===== src/rtl/core/lrdr_pkg.sv =====
`default_nettype none
// ---------------------------------------------------------------------------
// lrdr_pkg
// shared types, constants and ripple tables of the ripple drop renderer
// ---------------------------------------------------------------------------
package lrdr_pkg;

  localparam int STRIP_LENGTH = 64;
  localparam int DROP_SLOTS   = 16;

  localparam int DRAW_W    = 7;
  localparam int POS_W     = 6;
  localparam int LED_W     = 6;
  localparam int BRIGHT_W  = 8;
  localparam int STAGE_W   = 4;
  localparam int MAXL_W    = 5;
  localparam int CHANCE_W  = 7;
  localparam int CFG_IDX_W = 2;
  localparam int CFG_DAT_W = 8;

  localparam int SLOT_W  = (DROP_SLOTS > 1) ? $clog2(DROP_SLOTS) : 1;
  localparam int CNT_W   = $clog2(DROP_SLOTS + 1);
  localparam int SUM_W   = CNT_W + 1;
  localparam int LIM_W   = (CNT_W > MAXL_W) ? CNT_W : MAXL_W;
  localparam int ADDR_W  = $clog2(STRIP_LENGTH);
  localparam int ISS_W   = $clog2(STRIP_LENGTH + 1);
  localparam int REACH_W = 3;
  localparam int OFS_W   = 4;

  localparam logic [STAGE_W-1:0] LAST_PAINT_STAGE = STAGE_W'(8);
  localparam logic [STAGE_W-1:0] RETIRE_STAGE     = STAGE_W'(9);
  localparam logic [STAGE_W-1:0] STAGE_MAX        = STAGE_W'(15);

  typedef logic [SLOT_W-1:0] slot_t;
  typedef logic [CNT_W-1:0]  cnt_t;

  typedef enum logic [CFG_IDX_W-1:0] {
    CFG_MAX_LIVE   = 2'd0,
    CFG_ADD_CHANCE = 2'd1
  } cfg_idx_t;

  typedef enum logic [1:0] {
    ST_IDLE,
    ST_PAINT,
    ST_RETIRE,
    ST_EMIT
  } state_t;

  typedef struct packed {
    logic             add;
    logic [POS_W-1:0] add_pos;
    logic             inc;
    logic             retire;
  } ring_cmd_t;

  typedef struct packed {
    logic                clr;
    logic                wr;
    logic [ADDR_W-1:0]   wr_addr;
    logic [BRIGHT_W-1:0] wr_data;
    logic                rd;
    logic [ADDR_W-1:0]   rd_addr;
  } fb_cmd_t;

  function automatic slot_t slot_add(input slot_t base, input cnt_t ofs);
    logic [SUM_W-1:0] sum;
    sum = SUM_W'(base) + SUM_W'(ofs);
    if (sum >= SUM_W'(DROP_SLOTS)) begin
      sum = sum - SUM_W'(DROP_SLOTS);
    end
    return sum[SLOT_W-1:0];
  endfunction

  function automatic logic [REACH_W-1:0] ripple_reach(input logic [STAGE_W-1:0] st);
    logic [REACH_W-1:0] r;
    case (st)
      4'd0:    r = 3'd0;
      4'd1:    r = 3'd1;
      4'd2:    r = 3'd2;
      4'd3:    r = 3'd3;
      4'd4:    r = 3'd3;
      4'd5:    r = 3'd4;
      4'd6:    r = 3'd4;
      4'd7:    r = 3'd4;
      4'd8:    r = 3'd4;
      default: r = 3'd0;
    endcase
    return r;
  endfunction

  function automatic logic [BRIGHT_W-1:0] ripple_level(input logic [STAGE_W-1:0] st,
                                                       input logic [REACH_W-1:0] delta);
    logic [BRIGHT_W-1:0] l;
    l = 8'd0;
    case (st)
      4'd0: begin
        if (delta == 3'd0) l = 8'd255;
      end
      4'd1: begin
        case (delta)
          3'd0:    l = 8'd200;
          3'd1:    l = 8'd255;
          default: l = 8'd0;
        endcase
      end
      4'd2: begin
        case (delta)
          3'd0:    l = 8'd150;
          3'd1:    l = 8'd200;
          3'd2:    l = 8'd255;
          default: l = 8'd0;
        endcase
      end
      4'd3: begin
        case (delta)
          3'd1:    l = 8'd150;
          3'd2:    l = 8'd200;
          3'd3:    l = 8'd150;
          default: l = 8'd0;
        endcase
      end
      4'd4: begin
        case (delta)
          3'd1:    l = 8'd100;
          3'd2:    l = 8'd150;
          3'd3:    l = 8'd100;
          default: l = 8'd0;
        endcase
      end
      4'd5: begin
        case (delta)
          3'd1:    l = 8'd50;
          3'd2:    l = 8'd80;
          3'd3:    l = 8'd100;
          3'd4:    l = 8'd80;
          default: l = 8'd0;
        endcase
      end
      4'd6: begin
        case (delta)
          3'd2:    l = 8'd25;
          3'd3:    l = 8'd50;
          3'd4:    l = 8'd25;
          default: l = 8'd0;
        endcase
      end
      4'd7: begin
        case (delta)
          3'd2:    l = 8'd5;
          3'd3:    l = 8'd25;
          3'd4:    l = 8'd5;
          default: l = 8'd0;
        endcase
      end
      4'd8: begin
        case (delta)
          3'd2:    l = 8'd3;
          3'd3:    l = 8'd20;
          3'd4:    l = 8'd3;
          default: l = 8'd0;
        endcase
      end
      default: l = 8'd0;
    endcase
    return l;
  endfunction

endpackage
`default_nettype wire


===== src/rtl/core/lrdr_in_if.sv =====
`default_nettype none
// ---------------------------------------------------------------------------
// lrdr_in_if
// tick channel: random draw and position of a possible new drop
// ---------------------------------------------------------------------------
interface lrdr_in_if import lrdr_pkg::*; ();
  logic              valid;
  logic              ready;
  logic [DRAW_W-1:0] chance_draw;
  logic [POS_W-1:0]  new_drop_position;

  modport source (output valid, output chance_draw, output new_drop_position, input ready);
  modport sink (input valid, input chance_draw, input new_drop_position, output ready);
endinterface
`default_nettype wire


===== src/rtl/core/lrdr_out_if.sv =====
`default_nettype none
// ---------------------------------------------------------------------------
// lrdr_out_if
// result channel: one led brightness per transaction
// ---------------------------------------------------------------------------
interface lrdr_out_if import lrdr_pkg::*; ();
  logic                valid;
  logic                ready;
  logic [LED_W-1:0]    led_index;
  logic [BRIGHT_W-1:0] led_brightness;
  logic                last_led;

  modport source (output valid, output led_index, output led_brightness, output last_led,
                  input ready);
  modport sink (input valid, input led_index, input led_brightness, input last_led,
                output ready);
endinterface
`default_nettype wire


===== src/rtl/core/lrdr_cfg_if.sv =====
`default_nettype none
// ---------------------------------------------------------------------------
// lrdr_cfg_if
// configuration write channel: register index and write data
// ---------------------------------------------------------------------------
interface lrdr_cfg_if import lrdr_pkg::*; ();
  logic                 valid;
  logic                 ready;
  logic [CFG_IDX_W-1:0] index;
  logic [CFG_DAT_W-1:0] data;

  modport source (output valid, output index, output data, input ready);
  modport sink (input valid, input index, input data, output ready);
endinterface
`default_nettype wire


===== src/rtl/core/lrdr_ring.sv =====
`default_nettype none
// ---------------------------------------------------------------------------
// lrdr_ring
// ring of live drops: positions, stages, oldest slot and live count
// ---------------------------------------------------------------------------
module lrdr_ring import lrdr_pkg::*; (
  input  logic               clk,
  input  logic               rst_n,
  input  ring_cmd_t          cmd,
  input  cnt_t               rd_k,
  output logic [POS_W-1:0]   rd_pos,
  output logic [STAGE_W-1:0] rd_stage,
  output cnt_t               count
);

  logic [POS_W-1:0]   pos_r   [DROP_SLOTS];
  logic [STAGE_W-1:0] stage_r [DROP_SLOTS];
  slot_t              oldest_r, oldest_nxt;
  cnt_t               count_r, count_nxt;
  slot_t              add_slot;
  slot_t              rd_slot;
  logic               do_retire;

  assign add_slot  = slot_add(oldest_r, count_r);
  assign rd_slot   = slot_add(oldest_r, rd_k);
  assign rd_pos    = pos_r[rd_slot];
  assign rd_stage  = stage_r[rd_slot];
  assign count     = count_r;
  assign do_retire = cmd.retire && (count_r != '0) && (stage_r[oldest_r] > RETIRE_STAGE);

  always_comb begin
    oldest_nxt = oldest_r;
    count_nxt  = count_r;
    if (cmd.add) begin
      count_nxt = count_r + cnt_t'(1);
    end
    if (do_retire) begin
      oldest_nxt = slot_add(oldest_r, cnt_t'(1));
      count_nxt  = count_r - cnt_t'(1);
    end
  end

  always_ff @(posedge clk) begin
    if (!rst_n) begin
      oldest_r <= '0;
      count_r  <= '0;
    end else begin
      oldest_r <= oldest_nxt;
      count_r  <= count_nxt;
    end
  end

  always_ff @(posedge clk) begin
    if (cmd.add) begin
      pos_r[add_slot]   <= cmd.add_pos;
      stage_r[add_slot] <= '0;
    end
    if (cmd.inc && (stage_r[rd_slot] != STAGE_MAX)) begin
      stage_r[rd_slot] <= stage_r[rd_slot] + STAGE_W'(1);
    end
  end

endmodule
`default_nettype wire


===== src/rtl/core/lrdr_fbuf.sv =====
`default_nettype none
// ---------------------------------------------------------------------------
// lrdr_fbuf
// brightness frame buffer with per-led written flags and registered read
// ---------------------------------------------------------------------------
module lrdr_fbuf import lrdr_pkg::*; (
  input  logic                clk,
  input  logic                rst_n,
  input  fb_cmd_t             cmd,
  output logic [BRIGHT_W-1:0] rd_data
);

  logic [BRIGHT_W-1:0]     mem [STRIP_LENGTH];
  logic [STRIP_LENGTH-1:0] written_r;
  logic [BRIGHT_W-1:0]     mem_q_r;
  logic                    written_q_r;

  always_ff @(posedge clk) begin
    if (cmd.wr) begin
      mem[cmd.wr_addr] <= cmd.wr_data;
    end
    if (cmd.rd) begin
      mem_q_r <= mem[cmd.rd_addr];
    end
  end

  always_ff @(posedge clk) begin
    if (!rst_n) begin
      written_r   <= '0;
      written_q_r <= 1'b0;
    end else begin
      if (cmd.clr) begin
        written_r <= '0;
      end else if (cmd.wr) begin
        written_r[cmd.wr_addr] <= 1'b1;
      end
      if (cmd.rd) begin
        written_q_r <= written_r[cmd.rd_addr];
      end
    end
  end

  assign rd_data = written_q_r ? mem_q_r : '0;

endmodule
`default_nettype wire


===== src/rtl/core/led_ripple_drop_renderer_core.sv =====
`default_nettype none
// ---------------------------------------------------------------------------
// led_ripple_drop_renderer_core
// ripple drop renderer: one tick in, one brightness per led out
// ---------------------------------------------------------------------------
// Each accepted tick may add a drop, repaints the frame from every live drop
// (oldest first) and then streams all STRIP_LENGTH led brightnesses, index
// order, last_led on the final one. After the tick is accepted, painting
// visits every led position of each live drop (2*reach+1 positions for
// stages 0 to 8, none written for a finished drop), then steps past the list,
// retires the oldest drop once its stage has passed RETIRE_STAGE and emits.
// The pace is set by the single paint address unit, which writes one led
// per cycle, and by the single read port of the frame buffer. in_ch.ready is
// high only between ticks; configuration writes are taken at any time.
module led_ripple_drop_renderer_core import lrdr_pkg::*; (
  input  logic      clk,
  input  logic      rst_n,
  lrdr_in_if.sink   in_ch,
  lrdr_out_if.source out_ch,
  lrdr_cfg_if.sink  cfg_ch
);

  state_t state_r, state_nxt;

  logic [MAXL_W-1:0]   max_live_r;
  logic [CHANCE_W-1:0] chance_r;

  cnt_t                k_r, k_nxt;
  logic [OFS_W-1:0]    ofs_r, ofs_nxt;
  logic [ISS_W-1:0]    iss_r, iss_nxt;
  logic                pend_r, pend_nxt;
  logic [LED_W-1:0]    pend_idx_r;

  logic                out_valid_r;
  logic [LED_W-1:0]    out_idx_r;
  logic [BRIGHT_W-1:0] out_bright_r;
  logic                out_last_r;

  ring_cmd_t           ring_cmd;
  fb_cmd_t             fb_cmd;
  logic [POS_W-1:0]    rd_pos;
  logic [STAGE_W-1:0]  rd_stage;
  cnt_t                live_count;
  logic [BRIGHT_W-1:0] fb_rd_data;

  logic                in_fire;
  logic                add_ok;
  logic [LIM_W-1:0]    limit;
  logic                list_done;
  logic                stage_dead;
  logic [REACH_W-1:0]  reach;
  logic [OFS_W:0]      delta;
  logic [REACH_W-1:0]  delta_abs;
  logic [ADDR_W+2:0]   led_pos;
  logic                on_strip;
  logic                drop_done;
  logic                emit_done;
  logic                load;
  logic                issue;

  lrdr_ring u_ring (
    .clk      (clk),
    .rst_n    (rst_n),
    .cmd      (ring_cmd),
    .rd_k     (k_r),
    .rd_pos   (rd_pos),
    .rd_stage (rd_stage),
    .count    (live_count)
  );

  lrdr_fbuf u_fbuf (
    .clk     (clk),
    .rst_n   (rst_n),
    .cmd     (fb_cmd),
    .rd_data (fb_rd_data)
  );

  // configuration
  assign cfg_ch.ready = 1'b1;

  always_ff @(posedge clk) begin
    if (!rst_n) begin
      max_live_r <= MAXL_W'(8);
      chance_r   <= CHANCE_W'(20);
    end else if (cfg_ch.valid) begin
      case (cfg_ch.index)
        CFG_MAX_LIVE:   max_live_r <= cfg_ch.data[MAXL_W-1:0];
        CFG_ADD_CHANCE: chance_r   <= cfg_ch.data[CHANCE_W-1:0];
        default: ;
      endcase
    end
  end

  // add decision
  assign in_ch.ready = (state_r == ST_IDLE);
  assign in_fire     = in_ch.valid && in_ch.ready;
  assign limit       = (LIM_W'(max_live_r) > LIM_W'(DROP_SLOTS)) ? LIM_W'(DROP_SLOTS)
                                                                 : LIM_W'(max_live_r);
  assign add_ok      = (LIM_W'(live_count) < limit) && (in_ch.chance_draw < chance_r);

  // shared paint address unit
  assign list_done  = (k_r == live_count);
  assign stage_dead = (rd_stage > LAST_PAINT_STAGE);
  assign reach      = ripple_reach(rd_stage);
  assign delta      = {1'b0, ofs_r} - {2'b00, reach};
  assign delta_abs  = delta[OFS_W] ? REACH_W'(-delta) : delta[REACH_W-1:0];
  assign led_pos    = (ADDR_W+3)'(rd_pos) + {{(ADDR_W+3-OFS_W-1){delta[OFS_W]}}, delta};
  assign on_strip   = !led_pos[ADDR_W+2] && (led_pos < (ADDR_W+3)'(STRIP_LENGTH));
  assign drop_done  = stage_dead || (ofs_r == {reach, 1'b0});

  // emit pipeline
  assign load      = pend_r && (!out_valid_r || out_ch.ready);
  assign emit_done = (iss_r == ISS_W'(STRIP_LENGTH)) && !pend_r;
  assign issue     = (state_r == ST_EMIT) && (iss_r != ISS_W'(STRIP_LENGTH)) &&
                     (!pend_r || load);

  always_comb begin
    state_nxt = state_r;
    case (state_r)
      ST_IDLE: begin
        if (in_fire) state_nxt = ST_PAINT;
      end
      ST_PAINT: begin
        if (list_done) state_nxt = ST_RETIRE;
      end
      ST_RETIRE: begin
        state_nxt = ST_EMIT;
      end
      ST_EMIT: begin
        if (emit_done) state_nxt = ST_IDLE;
      end
      default: state_nxt = ST_IDLE;
    endcase
  end

  always_comb begin
    ring_cmd         = '0;
    ring_cmd.add_pos = in_ch.new_drop_position;
    fb_cmd           = '0;
    fb_cmd.wr_addr   = led_pos[ADDR_W-1:0];
    fb_cmd.wr_data   = ripple_level(rd_stage, delta_abs);
    fb_cmd.rd_addr   = iss_r[ADDR_W-1:0];
    fb_cmd.rd        = issue;
    k_nxt            = k_r;
    ofs_nxt          = ofs_r;
    iss_nxt          = iss_r;
    pend_nxt         = issue || (pend_r && !load);
    case (state_r)
      ST_IDLE: begin
        if (in_fire) begin
          ring_cmd.add = add_ok;
          fb_cmd.clr   = 1'b1;
          k_nxt        = '0;
          ofs_nxt      = '0;
        end
      end
      ST_PAINT: begin
        if (!list_done) begin
          fb_cmd.wr = !stage_dead && on_strip;
          if (drop_done) begin
            ring_cmd.inc = 1'b1;
            k_nxt        = k_r + cnt_t'(1);
            ofs_nxt      = '0;
          end else begin
            ofs_nxt = ofs_r + OFS_W'(1);
          end
        end
      end
      ST_RETIRE: begin
        ring_cmd.retire = 1'b1;
        iss_nxt         = '0;
      end
      ST_EMIT: begin
        if (issue) iss_nxt = iss_r + ISS_W'(1);
      end
      default: ;
    endcase
  end

  always_ff @(posedge clk) begin
    if (!rst_n) begin
      state_r     <= ST_IDLE;
      k_r         <= '0;
      ofs_r       <= '0;
      iss_r       <= '0;
      pend_r      <= 1'b0;
      out_valid_r <= 1'b0;
    end else begin
      state_r <= state_nxt;
      k_r     <= k_nxt;
      ofs_r   <= ofs_nxt;
      iss_r   <= iss_nxt;
      pend_r  <= pend_nxt;
      if (load) begin
        out_valid_r <= 1'b1;
      end else if (out_ch.ready) begin
        out_valid_r <= 1'b0;
      end
    end
  end

  always_ff @(posedge clk) begin
    if (issue) begin
      pend_idx_r <= iss_r[LED_W-1:0];
    end
    if (load) begin
      out_idx_r    <= pend_idx_r;
      out_bright_r <= fb_rd_data;
      out_last_r   <= (pend_idx_r == LED_W'(STRIP_LENGTH - 1));
    end
  end

  assign out_ch.valid          = out_valid_r;
  assign out_ch.led_index      = out_idx_r;
  assign out_ch.led_brightness = out_bright_r;
  assign out_ch.last_led       = out_last_r;

  a_count_bound: assert property (@(posedge clk) disable iff (!rst_n)
    live_count <= cnt_t'(DROP_SLOTS))
    else $error("live drop count beyond slot count");

  a_count_step: assert property (@(posedge clk) disable iff (!rst_n)
    $past(rst_n) |-> (live_count == $past(live_count)) ||
                     (live_count == $past(live_count) + cnt_t'(1)) ||
                     (live_count == $past(live_count) - cnt_t'(1)))
    else $error("live drop count moved by more than one");

  a_write_in_paint: assert property (@(posedge clk) disable iff (!rst_n)
    fb_cmd.wr |-> (state_r == ST_PAINT))
    else $error("frame buffer written outside painting");

  a_pend_in_emit: assert property (@(posedge clk) disable iff (!rst_n)
    pend_r |-> (state_r == ST_EMIT))
    else $error("read data pending outside emit");

endmodule
`default_nettype wire

===== src/flat_wrapper.sv =====
// flat-port wrapper written by rule: the top's interface ports become plain ports
module led_ripple_drop_renderer_core_flat import lrdr_pkg::*;
  (clk, rst_n, in_ch_valid, in_ch_chance_draw, in_ch_new_drop_position, in_ch_ready, out_ch_valid, out_ch_led_index, out_ch_led_brightness, out_ch_last_led, out_ch_ready, cfg_ch_valid, cfg_ch_index, cfg_ch_data, cfg_ch_ready);
  lrdr_in_if in_ch_i ();
  lrdr_out_if out_ch_i ();
  lrdr_cfg_if cfg_ch_i ();
  input  logic clk;
  input  logic rst_n;
  input wire logic [$bits(in_ch_i.valid)-1:0] in_ch_valid;
  input wire logic [$bits(in_ch_i.chance_draw)-1:0] in_ch_chance_draw;
  input wire logic [$bits(in_ch_i.new_drop_position)-1:0] in_ch_new_drop_position;
  output wire logic [$bits(in_ch_i.ready)-1:0] in_ch_ready;
  output wire logic [$bits(out_ch_i.valid)-1:0] out_ch_valid;
  output wire logic [$bits(out_ch_i.led_index)-1:0] out_ch_led_index;
  output wire logic [$bits(out_ch_i.led_brightness)-1:0] out_ch_led_brightness;
  output wire logic [$bits(out_ch_i.last_led)-1:0] out_ch_last_led;
  input wire logic [$bits(out_ch_i.ready)-1:0] out_ch_ready;
  input wire logic [$bits(cfg_ch_i.valid)-1:0] cfg_ch_valid;
  input wire logic [$bits(cfg_ch_i.index)-1:0] cfg_ch_index;
  input wire logic [$bits(cfg_ch_i.data)-1:0] cfg_ch_data;
  output wire logic [$bits(cfg_ch_i.ready)-1:0] cfg_ch_ready;
  assign in_ch_i.valid = in_ch_valid;
  assign in_ch_i.chance_draw = in_ch_chance_draw;
  assign in_ch_i.new_drop_position = in_ch_new_drop_position;
  assign in_ch_ready = in_ch_i.ready;
  assign out_ch_valid = out_ch_i.valid;
  assign out_ch_led_index = out_ch_i.led_index;
  assign out_ch_led_brightness = out_ch_i.led_brightness;
  assign out_ch_last_led = out_ch_i.last_led;
  assign out_ch_i.ready = out_ch_ready;
  assign cfg_ch_i.valid = cfg_ch_valid;
  assign cfg_ch_i.index = cfg_ch_index;
  assign cfg_ch_i.data = cfg_ch_data;
  assign cfg_ch_ready = cfg_ch_i.ready;
  led_ripple_drop_renderer_core u_core (.clk(clk), .rst_n(rst_n), .in_ch(in_ch_i), .out_ch(out_ch_i), .cfg_ch(cfg_ch_i));
endmodule

===== config.mk =====
export PLATFORM = sky130hd
export DESIGN_NAME = led_ripple_drop_renderer_core_flat
export DESIGN_NICKNAME = d
export VERILOG_FILES = /design/src/rtl/core/lrdr_pkg.sv /design/src/rtl/core/lrdr_in_if.sv /design/src/rtl/core/lrdr_out_if.sv /design/src/rtl/core/lrdr_cfg_if.sv /design/src/rtl/core/lrdr_ring.sv /design/src/rtl/core/lrdr_fbuf.sv /design/src/rtl/core/led_ripple_drop_renderer_core.sv /design/src/flat_wrapper.sv
export SDC_FILE = /design/constraint.sdc
export NUM_CORES = 1
export LEC_CHECK = 0
export BUFFER_PORTS_ARGS = -buffer_cell sky130_fd_sc_hd__buf_2
export CAP_MARGIN = 40
export CORE_AREA = 2 2 264 266
export CTS_BUF_LIST = sky130_fd_sc_hd__clkbuf_4 sky130_fd_sc_hd__clkbuf_8
export DETAILED_ROUTE_END_ITERATION = 8
export DIE_AREA = 0 0 266 268
export GPL_ROUTABILITY_DRIVEN = 1
export PLACE_DENSITY = 0.66
export SETUP_SLACK_MARGIN = 0.2
export SLEW_MARGIN = 20
export SYNTH_ARGS = -nofsm -noshare
export SYNTH_HDL_FRONTEND = slang
export SYNTH_SLANG_ARGS = --single-unit

===== constraint.sdc =====
create_clock -name clk -period 9.4 [get_ports clk]
set_input_delay 1.88 -clock clk [delete_from_list [all_inputs] [get_ports clk]]
set_output_delay 1.88 -clock clk [all_outputs]
set_load 0.01 [all_outputs]

==> results.json <==
{
  "io_buffers": 43,
  "ys_warn_count": 0,
  "area_growth_syn_to_layout_pct": 13.5,
  "cts.clk_slew.worst_paths_ps": 60,
  "yosys-top-cells-count": "edfxtp_1, mux4_2, dfxtp_1",
  "post_cts_resized": 0,
  "cts_setup_buffers": 0,
  "synth_top_area_share_pct": 61.9,
  "start_kind": "flop",
  "synth_most_common_cell": "edfxtp_1",
  "min_period_ps": 7700,
  "synthesis.nets": 2004,
  "crit_fanout": 26,
  "path_depth": 21,
  "hold_viol": 0,
  "crit_chain": "ha_2 -> fa_2 -> mux4_2 -> nand2_1 -> a211oi_1 -> nor2_1 -> nand2_1 -> a21boi_0 -> ha_1 -> inv_1 -> ha_1 -> inv_1 -> fa_1 -> nand2b_1 -> or4_1 -> nand4_1 -> or4_1 -> o2111ai_2 -> nand2b_1 -> or2_1 -> nor2_1",
  "core_sq_um": 68200,
  "fin_nets": 2185,
  "ys_types": 71,
  "status": "complete, no violations",
  "placed_area_sq_um": 35800,
  "clockBufferDepth": 3,
  "seq_area_frac_synth_pct": 68.3,
  "rsz0062_at_grt": "false",
  "ios": 46,
  "required_ps": 9800,
  "synth.top_cells.by_area": "edfxtp_1, mux4_2, dfxtp_1, ha_1, mux2i_1",
  "synthArstFlopShare_pct": 0,
  "fillers": 5180,
  "setup_violations": 0,
  "tns_ps": 0,
  "synth_ff_type": "edfxtp_1",
  "cp.arrival_ps": 8100,
  "r2r_cells": 21,
  "fp.dieW_microns": 266,
  "dr.pass1.iters": 6,
  "vias_per_cell": 5.90,
  "row_count": 96,
  "max_stage_delay_ps": 1050,
  "drv_slew": 0,
  "num_vias": 18300,
  "cts_max_level": 4,
  "reg2reg_to": "u_core.u_fbuf.mem[14][1]",
  "crit_family": "simple AND/OR/NAND/NOR gates",
  "place_congestion": 0.803,
  "pwr_density_cell_nw_per_um2": 251,
  "clock_skew_ps": 58.3,
  "wl_per_cell_microns": 24.0,
  "drive_gt1_share_pct": 29.6,
  "endpoint": "u_core.u_fbuf.mem[14][1]",
  "syn_inst": 1932,
  "routed_wl_microns": 74300,
  "irDropWorstVdd_uv": 198,
  "gr-total-overflow": 0,
  "stdcell_area_sq_um": 38600,
  "period_share_pct": 81.9,
  "clk_latency_ps": 790,
  "cp_slowest_cell": "fa_2",
  "hpwl_microns": 48300,
  "ys_seq_elements": 811,
  "dieArea_sq_um": 71300,
  "cts_tree": "yes",
  "die_h_microns": 268,
  "synthesis.area_sq_um": 34000,
  "clock-sinks": 811,
  "route.detailed.drc": 0,
  "grt_start_max_net_pins": 69,
  "grt_pass1_vias": 18700,
  "reg2reg_slack_ps": 1700,
  "clockRootBuffer": "clkbuf_8",
  "ctsHoldBuffers": 0,
  "synth-edff-count": 701,
  "worst_setup_path_end_kind": "flop",
  "hp-class": "flop to flop",
  "grt_antenna_before_repair": 1,
  "relSlewSlack_pct": 43.1,
  "drtAntennaViolNets": 0,
  "grtUsageTotal_pct": 21.4,
  "start_util_pct": 49.9,
  "grt_pass1_wl_microns": 113000,
  "syn_avg_cell_area_sq_um": 17.6,
  "fmax_mhz": 130,
  "cp-startpoint": "u_core.k_r[0]",
  "cap_viol_max_count": 0,
  "max_slew.worst_pin.slew_ps": 844,
  "synth_top_area_cell": "edfxtp_1",
  "critical_path_class": "flop to flop",
  "regToRegStartpoint": "u_core.k_r[0]",
  "drt-initial-drc-count": 1770,
  "leakagePower_nw": 12.6,
  "crit_buf_inv": 2,
  "cts_buffers": 137
}
==> logic make-up after synthesis <==
group / Yosys count / synth area share, %
adder cells (fa/ha/maj): 44 / 1.73
XOR/XNOR: 34 / 0.930
AO/OA/AOI/OAI: 212 / 4.18
multiplexers: 289 / 17.0
AND/OR/NAND/NOR: 405 / 6.05
other: 1 / 0.0110
buffers and inverters: 136 / 1.75
flip-flops: 811 / 68.3
==> worst min-delay path by stage <==
stage | depth (start not counted) | slack (ps) | startpoint | end
after floorplan | 2 | 420 | u_core.u_fbuf.written_r[42] | u_core.u_fbuf.written_r[42]
after global placement | 2 | 430 | u_core.u_fbuf.written_r[42] | u_core.u_fbuf.written_r[42]
after detailed placement | 2 | 430 | u_core.u_fbuf.written_r[42] | u_core.u_fbuf.written_r[42]
after CTS | 2 | 450 | u_core.u_fbuf.written_r[42] | u_core.u_fbuf.written_r[42]
after global routing | 0 | 460 | u_core.pend_idx_r[5] | u_core.out_ch.led_index[5]
final | 2 | 450 | u_core.u_fbuf.written_r[42] | u_core.u_fbuf.written_r[42]
==> registers in the layout, indices dropped and copies added, names as in the netlist, named ones only <==
signal and count:
u_core.out_ch.last_led 1, u_core.k_r 5, u_core.state_r 2, u_core.out_ch.led_brightness 8, u_core.u_fbuf.mem 512, u_core.u_ring.pos_r 96
u_core.pend_r 1, u_core.u_fbuf.written_r 64, u_core.chance_r 7, u_core.u_ring.oldest_r 4, u_core.u_fbuf.written_q_r 1, u_core.out_ch.led_index 6
u_core.pend_idx_r 6, u_core.iss_r 7, u_core.u_ring.count 5, u_core.u_fbuf.mem_q_r 8, u_core.out_ch.valid 1, u_core.u_ring.stage_r 64
u_core.ofs_r 4, u_core.max_live_r 5
==> tightest hold or removal path, stage by stage, from the launching register on <==
cell	delay (ps)
dfxtp_1	320
nand2_1	50
o31ai_1	50
==> power by group <==
part           switching, mW  total (mW)  leakage [nW]  internal (mW)
Clock                   1.40        3.06          1.43           1.66
Sequential            0.0330        4.48          7.32           4.45
Combinational           1.53        2.16          3.86          0.632
Total                   2.96        9.70          12.6           6.74
==> metal layers <==
metal / track usage [%] / vias to the layer above / routed length, microns
met5: 0 / - / 0
met4: 7.46 / 0 / 1810
met3: 4.04 / 129 / 3870
met2: 35.6 / 600 / 37300
met1: 28.6 / 9456 / 31400
li1: - / 8123 / -
==> metrics by stage <==
step / hold slack (ps) / cells / worst slack (ps) / util (%) / total power [mW]
3_3_place_gp: 428 / 2818 / 1820 / 52.0 / 6.53
2_1_floorplan: 420 / 1932 / 911 / - / 5.99
6_report: 448 / 3104 / 1700 / 56.6 / 9.70
5_1_grt: 462 / 3104 / 1340 / 56.6 / 10.1
4_1_cts: 447 / 3089 / 1720 / 56.4 / 9.75
3_5_place_dp: 434 / 2842 / 1800 / 52.5 / 6.69
==> layout make-up <==
type	instances	area [sq um]	share of cell area [%]
Timing Repair Buffer	150	1170	3.03
Clock buffer	195	2350	6.08
Antenna cell	1	2.50	0.00648
Tap cell	882	1100	2.86
Clock inverter	52	344	0.891
Inverter	28	105	0.272
Sequential cell	811	23300	60.2
Multi-Input combinational cell	985	10300	26.6
==> cell usage in the layout (no fill, tap or decap), types with 12 or more instances in the layout <==
| master | instances |
|---|---|
| and3_1 | 12 |
| a21o_1 | 14 |
| nand3_1 | 37 |
| ha_1 | 38 |
| clkbuf_8 | 141 |
| nor2_1 | 72 |
| buf_4 | 92 |
| xnor2_1 | 20 |
| edfxtp_1 | 701 |
| o21a_1 | 48 |
| a21oi_1 | 29 |
| dfxtp_1 | 106 |
| nand2b_1 | 14 |
| nor2b_1 | 20 |
| o21ai_0 | 46 |
| nand4_1 | 14 |
| and2_1 | 21 |
| xor2_1 | 13 |
| mux2i_1 | 45 |
| nand2_1 | 100 |
| nor3_2 | 13 |
| inv_1 | 28 |
| clkinv_1 | 25 |
| mux4_2 | 225 |
| nor3_1 | 58 |
| buf_2 | 46 |
| clkbuf_4 | 54 |
| mux2_4 | 16 |
| clkinv_2 | 12 |
| o211ai_1 | 13 |
Note: power is estimated with default switching activity, not from simulation.
